[src/rtl/core/crbc_pkg.sv]
// Shared constants, types and address helpers for the cartridge bank controller.
package crbc_pkg;

  localparam int ROM_ADDR_BITS  = 19;
  localparam int RAM_BANKS      = 4;
  localparam int ROM_DEPTH      = 2 ** ROM_ADDR_BITS;
  localparam int RAM_BANK_BYTES = 8192;
  localparam int RAM_DEPTH      = RAM_BANKS * RAM_BANK_BYTES;
  localparam int RAM_ADDR_BITS  = $clog2(RAM_DEPTH);

  localparam int CQ_DEPTH     = 4;
  localparam int CQ_PTR_BITS  = $clog2(CQ_DEPTH);
  localparam int RES_DEPTH    = 4;
  localparam int RES_PTR_BITS = $clog2(RES_DEPTH);

  localparam logic [1:0] OP_READ  = 2'd0;
  localparam logic [1:0] OP_WRITE = 2'd1;
  localparam logic [1:0] OP_LOAD  = 2'd2;

  localparam logic [1:0] ST_OK           = 2'd0;
  localparam logic [1:0] ST_OUT_OF_RANGE = 2'd1;
  localparam logic [1:0] ST_RAM_DISABLED = 2'd2;

  localparam logic [15:0] ENABLE_END    = 16'h1fff;
  localparam logic [15:0] ROM0_END      = 16'h3fff;
  localparam logic [15:0] HIGH_BITS_END = 16'h5fff;
  localparam logic [15:0] ROMX_END      = 16'h7fff;
  localparam logic [15:0] RAM_START     = 16'ha000;
  localparam logic [15:0] RAM_END       = 16'hbfff;

  localparam logic [3:0] RAM_ENABLE_KEY = 4'ha;
  localparam logic [7:0] IDLE_BYTE      = 8'hff;

  typedef enum logic [2:0] {
    CMD_NONE,
    CMD_ROM_READ,
    CMD_RAM_READ,
    CMD_ROM_WRITE,
    CMD_RAM_WRITE
  } cmd_kind_t;

  typedef struct packed {
    cmd_kind_t                kind;
    logic [ROM_ADDR_BITS-1:0] rom_addr;
    logic [RAM_ADDR_BITS-1:0] ram_addr;
    logic [7:0]               data;
    logic [1:0]               status;
  } cmd_t;

  typedef struct packed {
    logic [7:0] read_data;
    logic [1:0] status;
  } result_t;

  typedef struct packed {
    logic clearing;
  } back_stat_t;

  // bank modulo RAM_BANKS on a two-bit value
  function automatic logic [1:0] ram_bank_wrap(input logic [1:0] bank);
    logic [2:0] v;
    v = {1'b0, bank};
    for (int i = 0; i < 3; i++) begin
      if (v >= 3'(RAM_BANKS)) v = v - 3'(RAM_BANKS);
    end
    return v[1:0];
  endfunction

  function automatic logic [ROM_ADDR_BITS-1:0] rom_addr_of(input logic [6:0] bank,
                                                           input logic [13:0] offset);
    logic [20:0] flat;
    flat = {bank, offset};
    return flat[ROM_ADDR_BITS-1:0];
  endfunction

  function automatic logic [RAM_ADDR_BITS-1:0] ram_addr_of(input logic [1:0] bank,
                                                           input logic [12:0] offset);
    logic [14:0] flat;
    flat = {bank, offset};
    return flat[RAM_ADDR_BITS-1:0];
  endfunction

endpackage

[src/rtl/core/crbc_cmd_queue.sv]
// Command queue between the decode front and the memory back end.
module crbc_cmd_queue (
  input  logic           clk,
  input  logic           rst,
  input  logic           push,
  input  crbc_pkg::cmd_t cmd_in,
  output logic           full,
  input  logic           pop,
  output crbc_pkg::cmd_t cmd_out,
  output logic           empty
);

  crbc_pkg::cmd_t                   entries [crbc_pkg::CQ_DEPTH];
  logic [crbc_pkg::CQ_PTR_BITS-1:0] wr_ptr;
  logic [crbc_pkg::CQ_PTR_BITS-1:0] rd_ptr;
  logic [crbc_pkg::CQ_PTR_BITS:0]   count;
  logic [crbc_pkg::CQ_PTR_BITS:0]   count_next;

  assign full    = count == (crbc_pkg::CQ_PTR_BITS + 1)'(crbc_pkg::CQ_DEPTH);
  assign empty   = count == '0;
  assign cmd_out = entries[rd_ptr];

  always_comb begin
    case ({push, pop})
      2'b10:   count_next = count + 1'b1;
      2'b01:   count_next = count - 1'b1;
      default: count_next = count;
    endcase
  end

  always_ff @(posedge clk) begin
    if (rst) begin
      wr_ptr <= '0;
      rd_ptr <= '0;
      count  <= '0;
    end else begin
      if (push) wr_ptr <= wr_ptr + 1'b1;
      if (pop) rd_ptr <= rd_ptr + 1'b1;
      count <= count_next;
    end
  end

  always_ff @(posedge clk) begin
    if (push) entries[wr_ptr] <= cmd_in;
  end

endmodule

[config.mk]
export PLATFORM = sky130hd
export DESIGN_NAME = crbc_cmd_queue
export DESIGN_NICKNAME = d
export VERILOG_FILES = /design/src/rtl/core/crbc_pkg.sv /design/src/rtl/core/crbc_cmd_queue.sv
export SDC_FILE = /design/constraint.sdc
export NUM_CORES = 1
export LEC_CHECK = 0
export BUFFER_PORTS_ARGS = -buffer_cell sky130_fd_sc_hd__buf_2
export CAP_MARGIN = 25
export CORE_ASPECT_RATIO = 2
export CORE_MARGIN = 2
export CORE_UTILIZATION = 51
export DETAILED_ROUTE_END_ITERATION = 10
export GPL_ROUTABILITY_DRIVEN = 0
export PLACE_DENSITY = 0.75
export SETUP_SLACK_MARGIN = 0.2
export SYNTH_ARGS = -nofsm -noshare
export SYNTH_HDL_FRONTEND = slang
export SYNTH_SLANG_ARGS = --single-unit
[constraint.sdc]
create_clock -name clk -period 2.1 [get_ports clk]
set_input_delay 0.315 -clock clk [delete_from_list [all_inputs] [get_ports clk]]
set_output_delay 0.315 -clock clk [all_outputs]
set_load 0.01 [all_outputs]
==> flow_summary_export.csv <==
group,metric,value,unit
run_status,status,"finished clean",
global_route,antenna_found_initial,3,
timing,fin_ws,0.0153,ns
power_and_ir_drop,seqPwrFrac,52.4,%
power_and_ir_drop,power,8.69,mW
routing,wl_per_cell,19.4,microns
power_and_ir_drop,ir_drop,0.000745,V
synth,synth_area_leader_cell,"edfxtp_1",
critical_path,cp_top_family,"multiplexers",
power_and_ir_drop,p_clk_share,35.5,%
synth,synth-seq-cells,197,
place,placed_area,0.00802,sq mm
timing,finalHoldViolations,0,
place,dp_slack,0.280,ns
routing,wirelength,12.0,mm
critical_path,cp_max_fo,18,
cts,clk_pin_slew_worst_paths,0.07,ns
cts,h-tree-depth,4,
critical_path,cp.required,1.78,ns
critical_path,path_buf_inv,2,
routing,drt-vias-per-instance,5.22,
floorplan,die_h,173,microns
final_layout,fin_area,0.00895,sq mm
critical_path,cp_cell_sequence,"buf_12 > mux4_2 > buf_6",
global_route,grt_pass1_vias,3618,
synth,syn-cell-area,0.00724,sq mm
timing,min_period,2.08,ns
cts,cts_sinks,197,
timing,fmax,0.480,GHz
power_and_ir_drop,p_int,6.77,mW
floorplan,ioPinCount,100,
floorplan,core_area,0.0139,sq mm
global_route,grt_usage,17.3,%
routing,vias,3211,
timing,worst-slew-pin-transition,0.310,ns
final_layout,fin_nets,468,
final_layout,multi_input_area,0.00129,sq mm
critical_path,cp_slowest_stage_delay,0.56,ns
power_and_ir_drop,swShare,22.1,%
cts,cts_tree,"yes",
synth,ys_warn_count,0,
timing,rsz0062_at_grt,"yes",
final_layout,seqCellArea,0.00583,sq mm
timing,slew_headroom,79.4,%
critical_path,cp.arrival,1.77,ns
routing,drcViolationCount,0,
place,io_buffers,99,
cts,cts_buffers,17,
place,dp.final_hpwl,7.14,mm
floorplan,num_rows,61,
hold_path,hp-class,"input port to register",
final_layout,area_growth,23.6,%
final_layout,finish.utilization,64.4,%
power_and_ir_drop,p_switching,1.92,mW
global_route,grt_first_pass_wirelength,19.0,mm
final_layout,stdcell_count,615,
critical_path,cp_slowest_cell,"mux4_2",
global_route,grt_overflow,0,
power_and_ir_drop,p_per_area,971,mW/mm^2
synth,synth_top_area_share,78.0,%
timing,tns,0,ns
critical_path,startpoint_type,"register",
floorplan,die_w,88.3,microns
floorplan,die_area,0.0152,sq mm
routing,drtIter0Drc,232,
timing,clock_skew,0.00578,ns
timing,finalCritPeriodShare,99.3,%
place,placedCellCount,577,
synth,synth-seq-area-share,80.5,%
critical_path,critPathKind,"register to primary output",
timing,maxSlewViolCount,0,
synth,synth_nets,349,
power_and_ir_drop,leakage,3.05,nW
cts,clockRootBuffer,"clkbuf_16",
final_layout,drive_gt1_share,46.2,%
power_and_ir_drop,comb_power_share,12.0,%
synth,synth.avg_cell_area,24.8,sq um
cts,clockBufferDepth,2,
routing,postRouteAntennaNets,0,
final_layout,n_fill_cell,980,
timing,setup_viol_count_final,0,
synth,synthTopCellsByArea,"edfxtp_1 (78%), mux4_2 (15%), dfxtp_1 (2.5%)",
timing,whs,0.105,ns
routing,drt_first_pass_iters,5,
global_route,grt_max_degree,48,
synth,synthesis.instances,292,
floorplan,start_util,52.1,%
flow_run,cap_violations,0,
synth,ys_types,22,
critical_path,crit_path_end_kind,"primary output",
cts,clock_latency,0.42,ns
## synthesized netlist by cell type
cell type and number:
mux2i_1 1, inv_1 6, and3_1 1, a21oi_1 2, nor2_1 8, buf_2 4
xnor2_1 2, buf_6 1, buf_4 1, nor3_1 1, mux4_2 47, and2_1 4
clkbuf_1 2, buf_12 3, dfxtp_1 9, fa_1 1, edfxtp_1 188, o21ai_0 1
ha_1 5, or3_1 1, nand2_1 1, xor2_1 3
## power groups by stage
stage,Combinational (mW),Clock [mW],Sequential [mW]
after global routing,1.12,3.30,4.57
after global placement,0.850,0,4.63
after detailed placement,0.866,0,4.64
final,1.05,3.09,4.56
after floorplan,0.530,0,4.62
after CTS,1.07,3.17,4.56
## logic make-up (layout without fill, tap and decap cells)
group                    count (synthesis)  count (layout)  synth area share [%]
flip-flops                             197             197                  80.5
multiplexers                            48              48                  14.8
buffers and inverters                   17             149                  1.78
AND/OR/NAND/NOR                         16              16                  1.05
adder cells (fa/ha/maj)                  6               6                  1.14
XOR/XNOR                                 5               5                 0.605
AO/OA/AOI/OAI                            3               3                 0.207
other                                    0               2                     0
## repair_timing
| item | in CTS | in global routing |
|---|---|---|
| endpoints found under the hold margin | 0 | 0 |
| hold buffers | 0 | 0 |
| pin swaps | 0 | 0 |
| setup endpoints to repair | 47 | 47 |
| setup buffers | 2 | 0 |
| resized for setup | 46 | 0 |
| cloned | 2 | 0 |
## worst paths after layout
check                             start                      end  slack (ns)  cells past startpoint
setup reg to reg  count[0]$_SDFFE_PP0P_    count[2]$_SDFFE_PP0P_        0.52                      5
hold / removal                cmd_in[2]  entries[2][2]$_DFFE_PP_        0.11                      1
hold reg to reg   count[2]$_SDFFE_PP0P_    count[2]$_SDFFE_PP0P_        0.51                      2
setup / recovery               register              cmd_out[15]        0.02                      3
## registers in the layout (all words and copies together) (netlist names), named ones only
signal	count
count	3
entries	188
rd_ptr	2
wr_ptr	2
## routing by layer
| metal | GRT usage [%] | vias up | routed length, microns |
|---|---|---|---|
| met5 | 0 | - | 13 |
| li1 | - | 1463 | - |
| met1 | 19.6 | 1649 | 4290 |
| met2 | 29.5 | 81 | 6790 |
| met3 | 5.09 | 16 | 596 |
| met4 | 7.45 | 2 | 268 |
## placed cells by master (no fill, tap or decap), drive strengths merged
cell      instances
inv              11
edfxtp          188
bufinv            1
ha                5
dfxtp             9
diode             2
nor2              8
nor3              1
and3              1
or3               1
o21ai             1
buf             111
clkinv            6
xor2              3
mux4             47
mux2i             1
fa                1
xnor2             2
clkbuf           18
nand2             1
clkinvlp          2
and2              4
a21oi             2
## final cells by class
cell class / instances / share of cell area [%]
tap: 189 / 2.64
sequential: 197 / 65.1
clock inverter: 14 / 1.61
timing repair buffer: 111 / 11.0
inverter: 6 / 0.252
clock buffer: 18 / 4.91
antenna: 2 / 0.0559
multi-input combinational: 78 / 14.4
## worst register-to-register path, cell delays in order, from the launching register on
cell	delay (ns)
dfxtp_1	0.38
inv_1	0.10
fa_1	0.44
xor2_1	0.16
or3_1	0.31
a21oi_1	0.14
No activity file was read; power rests on OpenSTA's default activity.
