**config.mk**
```make
export PLATFORM = sky130hd
export DESIGN_NAME = crbc_front
export DESIGN_NICKNAME = d
export VERILOG_FILES = /design/src/rtl/core/crbc_pkg.sv /design/src/rtl/core/crbc_front.sv
export SDC_FILE = /design/constraint.sdc
export NUM_CORES = 1
export LEC_CHECK = 0
export BUFFER_PORTS_ARGS = -buffer_cell sky130_fd_sc_hd__clkbuf_2
export CAP_MARGIN = 20
export CORE_ASPECT_RATIO = 1.5
export CORE_UTILIZATION = 38
export CTS_CLUSTER_DIAMETER = 100
export DETAILED_ROUTE_END_ITERATION = 8
export PLACE_DENSITY = 0.82
export REMOVE_ABC_BUFFERS = 1
export SYNTH_ARGS = -nofsm -noshare
export SYNTH_HDL_FRONTEND = slang
export SYNTH_SLANG_ARGS = --single-unit
export TNS_END_PERCENT = 30
```
**constraint.sdc**
```tcl
create_clock -name clk -period 2.2 [get_ports clk]
set_input_delay 0.44 -clock clk [delete_from_list [all_inputs] [get_ports clk]]
set_output_delay 0.44 -clock clk [all_outputs]
set_load 0.005 [all_outputs]
```
**src/rtl/core/crbc_pkg.sv**
```systemverilog
// Shared constants, types and address helpers for the cartridge bank controller.
package crbc_pkg;

  localparam int ROM_ADDR_BITS  = 19;
  localparam int RAM_BANKS      = 4;
  localparam int ROM_DEPTH      = 2 ** ROM_ADDR_BITS;
  localparam int RAM_BANK_BYTES = 8192;
  localparam int RAM_DEPTH      = RAM_BANKS * RAM_BANK_BYTES;
  localparam int RAM_ADDR_BITS  = $clog2(RAM_DEPTH);

  localparam int CQ_DEPTH     = 4;
  localparam int CQ_PTR_BITS  = $clog2(CQ_DEPTH);
  localparam int RES_DEPTH    = 4;
  localparam int RES_PTR_BITS = $clog2(RES_DEPTH);

  localparam logic [1:0] OP_READ  = 2'd0;
  localparam logic [1:0] OP_WRITE = 2'd1;
  localparam logic [1:0] OP_LOAD  = 2'd2;

  localparam logic [1:0] ST_OK           = 2'd0;
  localparam logic [1:0] ST_OUT_OF_RANGE = 2'd1;
  localparam logic [1:0] ST_RAM_DISABLED = 2'd2;

  localparam logic [15:0] ENABLE_END    = 16'h1fff;
  localparam logic [15:0] ROM0_END      = 16'h3fff;
  localparam logic [15:0] HIGH_BITS_END = 16'h5fff;
  localparam logic [15:0] ROMX_END      = 16'h7fff;
  localparam logic [15:0] RAM_START     = 16'ha000;
  localparam logic [15:0] RAM_END       = 16'hbfff;

  localparam logic [3:0] RAM_ENABLE_KEY = 4'ha;
  localparam logic [7:0] IDLE_BYTE      = 8'hff;

  typedef enum logic [2:0] {
    CMD_NONE,
    CMD_ROM_READ,
    CMD_RAM_READ,
    CMD_ROM_WRITE,
    CMD_RAM_WRITE
  } cmd_kind_t;

  typedef struct packed {
    cmd_kind_t                kind;
    logic [ROM_ADDR_BITS-1:0] rom_addr;
    logic [RAM_ADDR_BITS-1:0] ram_addr;
    logic [7:0]               data;
    logic [1:0]               status;
  } cmd_t;

  typedef struct packed {
    logic [7:0] read_data;
    logic [1:0] status;
  } result_t;

  typedef struct packed {
    logic clearing;
  } back_stat_t;

  // bank modulo RAM_BANKS on a two-bit value
  function automatic logic [1:0] ram_bank_wrap(input logic [1:0] bank);
    logic [2:0] v;
    v = {1'b0, bank};
    for (int i = 0; i < 3; i++) begin
      if (v >= 3'(RAM_BANKS)) v = v - 3'(RAM_BANKS);
    end
    return v[1:0];
  endfunction

  function automatic logic [ROM_ADDR_BITS-1:0] rom_addr_of(input logic [6:0] bank,
                                                           input logic [13:0] offset);
    logic [20:0] flat;
    flat = {bank, offset};
    return flat[ROM_ADDR_BITS-1:0];
  endfunction

  function automatic logic [RAM_ADDR_BITS-1:0] ram_addr_of(input logic [1:0] bank,
                                                           input logic [12:0] offset);
    logic [14:0] flat;
    flat = {bank, offset};
    return flat[RAM_ADDR_BITS-1:0];
  endfunction

endpackage

```
**src/rtl/core/crbc_front.sv**
```systemverilog
// Front end: accepts bus words, keeps the bank registers, decodes into commands.
module crbc_front (
  input  logic                clk,
  input  logic                rst,
  input  logic                push,
  input  logic [1:0]          operation,
  input  logic [15:0]         bus_address,
  input  logic [7:0]          write_data,
  input  logic [18:0]         load_address,
  input  logic                cq_full,
  input  crbc_pkg::back_stat_t back_stat,
  output logic                full,
  output logic                cq_push,
  output crbc_pkg::cmd_t      cq_cmd
);

  logic [4:0]  bank_low_bits;
  logic [4:0]  bank_low_bits_next;
  logic [1:0]  bank_high_bits;
  logic [1:0]  bank_high_bits_next;
  logic        ram_mode;
  logic        ram_mode_next;
  logic        ram_enable;
  logic        ram_enable_next;
  logic [6:0]  rom_sel;
  logic [1:0]  ram_bank;
  logic [20:0] load_flat;

  assign full    = cq_full | back_stat.clearing;
  assign cq_push = push & ~full;

  assign rom_sel   = ram_mode ? {2'b00, bank_low_bits} : {bank_high_bits, bank_low_bits};
  assign ram_bank  = crbc_pkg::ram_bank_wrap(ram_mode ? bank_high_bits : 2'b00);
  assign load_flat = 21'(load_address);

  always_comb begin
    bank_low_bits_next  = bank_low_bits;
    bank_high_bits_next = bank_high_bits;
    ram_mode_next       = ram_mode;
    ram_enable_next     = ram_enable;
    cq_cmd.kind     = crbc_pkg::CMD_NONE;
    cq_cmd.rom_addr = crbc_pkg::rom_addr_of(rom_sel, bus_address[13:0]);
    cq_cmd.ram_addr = crbc_pkg::ram_addr_of(ram_bank, bus_address[12:0]);
    cq_cmd.data     = write_data;
    cq_cmd.status   = crbc_pkg::ST_OK;
    case (operation)
      crbc_pkg::OP_READ: begin
        if (bus_address <= crbc_pkg::ROM0_END) begin
          cq_cmd.kind     = crbc_pkg::CMD_ROM_READ;
          cq_cmd.rom_addr = crbc_pkg::rom_addr_of(7'd0, bus_address[13:0]);
        end else if (bus_address <= crbc_pkg::ROMX_END) begin
          cq_cmd.kind = crbc_pkg::CMD_ROM_READ;
        end else if (bus_address >= crbc_pkg::RAM_START &&
                     bus_address <= crbc_pkg::RAM_END) begin
          // RAM reads go through even while RAM is disabled
          cq_cmd.kind = crbc_pkg::CMD_RAM_READ;
        end else begin
          cq_cmd.status = crbc_pkg::ST_OUT_OF_RANGE;
        end
      end
      crbc_pkg::OP_WRITE: begin
        if (bus_address <= crbc_pkg::ENABLE_END) begin
          ram_enable_next = write_data[3:0] == crbc_pkg::RAM_ENABLE_KEY;
        end else if (bus_address <= crbc_pkg::ROM0_END) begin
          bank_low_bits_next = (write_data[4:0] == 5'd0) ? 5'd1 : write_data[4:0];
        end else if (bus_address <= crbc_pkg::HIGH_BITS_END) begin
          bank_high_bits_next = write_data[1:0];
        end else if (bus_address <= crbc_pkg::ROMX_END) begin
          ram_mode_next = write_data[0];
        end else if (bus_address >= crbc_pkg::RAM_START &&
                     bus_address <= crbc_pkg::RAM_END) begin
          if (ram_enable) cq_cmd.kind = crbc_pkg::CMD_RAM_WRITE;
          else            cq_cmd.status = crbc_pkg::ST_RAM_DISABLED;
        end else begin
          cq_cmd.status = crbc_pkg::ST_OUT_OF_RANGE;
        end
      end
      crbc_pkg::OP_LOAD: begin
        cq_cmd.kind     = crbc_pkg::CMD_ROM_WRITE;
        cq_cmd.rom_addr = load_flat[crbc_pkg::ROM_ADDR_BITS-1:0];
      end
      default: begin
        cq_cmd.kind = crbc_pkg::CMD_NONE;
      end
    endcase
  end

  always_ff @(posedge clk) begin
    if (rst) begin
      bank_low_bits  <= 5'd1;
      bank_high_bits <= 2'd0;
      ram_mode       <= 1'b0;
      ram_enable     <= 1'b0;
    end else if (cq_push) begin
      bank_low_bits  <= bank_low_bits_next;
      bank_high_bits <= bank_high_bits_next;
      ram_mode       <= ram_mode_next;
      ram_enable     <= ram_enable_next;
    end
  end

endmodule

```
==> reports/metrics.yaml <==
critical_path:
  reg2reg_depth: 2
  timing.rr.start: "bank_high_bits[0]"
  cp_max_fo: 19
  crit_top_cell: "clkbuf_2"
  crit_required_ns: 1.76
  crit_type: "input port to output port"
  r2r_slack_ns: 1.58
  critical_path_buf_inv_count: 3
  crit_family: "buffers and inverters"
  r2r_end: "bank_high_bits[0]"
  startpoint: "operation[1]"
  path_cells: "clkbuf_2 -> nor2b_1 -> buf_4 -> mux2_2 -> clkbuf_2"
  cp_slowest_stage_delay_ns: 0.38
  crit_path_start_kind: "input port"
  arrival_ns: 1.49
  cp_slowest_cell: "mux2_2"
  crit_end: "cq_cmd[25]"
  path_depth: 5
  cp-end-kind: "output port"
timing:
  fin_crit_ns: 1.933
  setup_viol: 0
  final_max_slew_viol_count: 0
  rsz0062_at_grt: "no"
  finalSetupTns_ns: 0
  final_hold_viol_count: 0
  min_period_over_period_pct: 87.88
  worst_slew_pin_slew_ns: 0.5086
  clock.fmax_mhz: 517.2
  timing.final.ws_setup_ns: 0.2666
  fin_skew_ns: 0
  relSlewSlack_pct: 65.61
clock_tree:
  cts_setup_buffers: 0
  cts_tree: "yes"
  post_cts_resized: 0
  clk_pin_slew_worst_paths_ns: 0.06
  htree_levels: 1
  worstSkewPairLatency_ns: 0.26
  cts_hold_buf: 0
  cts_buffers: 3
  cts_buffer_depth: 2
  cts_sinks: 9
  root_buffer: "clkbuf_4"
floorplanning:
  coreArea_um2: 2312
  initial_utilization_pct: 41.45
  core.rowCount: 21
  dieWidth_um: 43.01
  die_h_um: 63.51
  top_level_ports: 99
  die-area_um2: 2731
global_route:
  grt_max_degree: 20
  grt_first_pass_wirelength_um: 4153
  antenna_found_initial: 0
  grt_pass1_vias: 951
  overflow: 0
  grt.total_usage_pct: 19.91
drt:
  wirelength_um: 2828
  firstDrtPassIters: 4
  via_count: 1106
  via_per_inst: 5.422
  dr.first_iter.drc_count: 9
  wire_per_inst_um: 13.86
  drcViolationCount: 0
  detail-route-antenna-nets: 0
status:
  outcome: "finished clean"
synthesis:
  yosysSeqAreaShare_pct: 18.80
  synth_area_leader_cell: "dfxtp_1"
  synthTopCellsByCount: "buf_4, mux2_2, dfxtp_1, a21oi_1, nand4_1"
  synth_cell_types: 33
  synth_area_um2: 958.4
  yosys_warnings: 0
  synth_edf_count: 0
  synth-seq-cells: 9
  synthTopCellsByArea: "dfxtp_1, buf_4, mux2_2, nand4_1, a22o_1"
  synth_top_flop_cell: "dfxtp_1"
  async_flop_share_pct: 0
  yosysTopAreaCellShare_pct: 18.80
  yosysMostFrequentCell: "buf_4"
  avgSynthCellArea_um2: 8.634
  synth_cells: 111
pwr:
  cellPowerDensity_nw_per_um2: 365.6
  ir_drop_v: 0.0002027
  power.static_leakage_nw: 0.6493
finish:
  fin_util_pct: 54.71
  antenna_cells: 0
  fin_nets: 232
  nFillCells: 235
  drive_above_1_share_pct: 64.09
  area_growth_pct: 31.98
placed_design:
  dpl.hpwl_um: 2445
  routabilityCongestion: 0.8064
  pre_cts_ws_ns: 0.2678
  io_buffers: 92
run:
  max_cap_viol_count: 0
min_path:
  hold_start: "write_data[4]"
  hold_class: "input port to register"
==> power by group <==
part	total, mW	internal, mW	switching, mW	leakage, nW
registers	0.163	0.163	0.000159	0.0725
clock network	0.126	0.0698	0.0562	0.0150
logic	0.173	0.0934	0.0797	0.562
total	0.463	0.326	0.136	0.649
==> layout make-up <==
class                   instances  area [µm²]  share of cell area (%)
multi-input cells              74       558.0                   44.11
repair buffers                 93       467.9                   36.99
inverters                       1       3.754                  0.2967
flip-flops and latches          9       180.2                   14.24
clock buffers                   4       26.28                   2.077
well taps                      23       28.78                   2.275
==> worst register-to-register path, cell delays in order (launching register included) <==
cell,delay [ns]
dfxtp_1,0.32
o21ai_0,0.10
a21oi_1,0.13
==> how the worst min path moves through the flow <==
| stage | end | slack [ns] | cells past startpoint |
|---|---|---|---|
| 3_5_place_dp | bank_low_bits[3] | 0.48 | 2 |
| 3_3_place_gp | bank_high_bits[0] | 0.46 | 2 |
| 5_1_grt | bank_low_bits[4] | 0.49 | 3 |
| 4_1_cts | bank_low_bits[4] | 0.47 | 3 |
| 6_report | bank_low_bits[4] | 0.47 | 3 |
| 2_1_floorplan | bank_high_bits[0] | 0.44 | 2 |
==> kinds of logic after synthesis <==
family	after synthesis	share of synthesized area, %
multiplexers	16	18.54
AO/OA/AOI/OAI	21	13.19
AND/OR/NAND/NOR	37	26.50
flip-flops	9	18.80
buffers and inverters	28	22.98
==> state kept, by name (all words and copies together) (netlist names) <==
signal	flops
ram_enable	1
bank_low_bits	5
ram_mode	1
bank_high_bits	2
==> routing by layer <==
layer | up-vias | wire, µm | GRT usage [%]
met5 | - | 0 | 0
met4 | 0 | 23 | 4.545
met2 | 71 | 1522 | 39.02
met1 | 495 | 914 | 18.02
li1 | 536 | - | -
met3 | 4 | 367 | 8.309
==> cell usage in the layout, fill, tap and decap left out, types with 3 or more instances in the layout <==
cell and count:
o21ai_1 4, o21ai_0 3, mux2_2 14, clkbuf_4 3
clkbuf_2 92, a22o_1 5, nor2b_1 3, a21oi_1 8
nor2_1 6, nand4_1 8, dfxtp_1 9
==> stage by stage <==
| step | hold slack [ns] | std cells | cell area (µm²) | total power, mW |
|---|---|---|---|---|
| finish | 0.4654 | 204 | 1265 | 0.4625 |
| global route | 0.4887 | 204 | 1265 | 0.4894 |
| detailed placement | 0.4783 | 200 | 1239 | 0.3409 |
| global placement | 0.4649 | 200 | 1239 | 0.3375 |
| CTS | 0.4698 | 204 | 1265 | 0.4663 |
| floorplan | 0.4385 | 84 | 742.0 | 0.2258 |
Power figures use the tool's default switching activity.
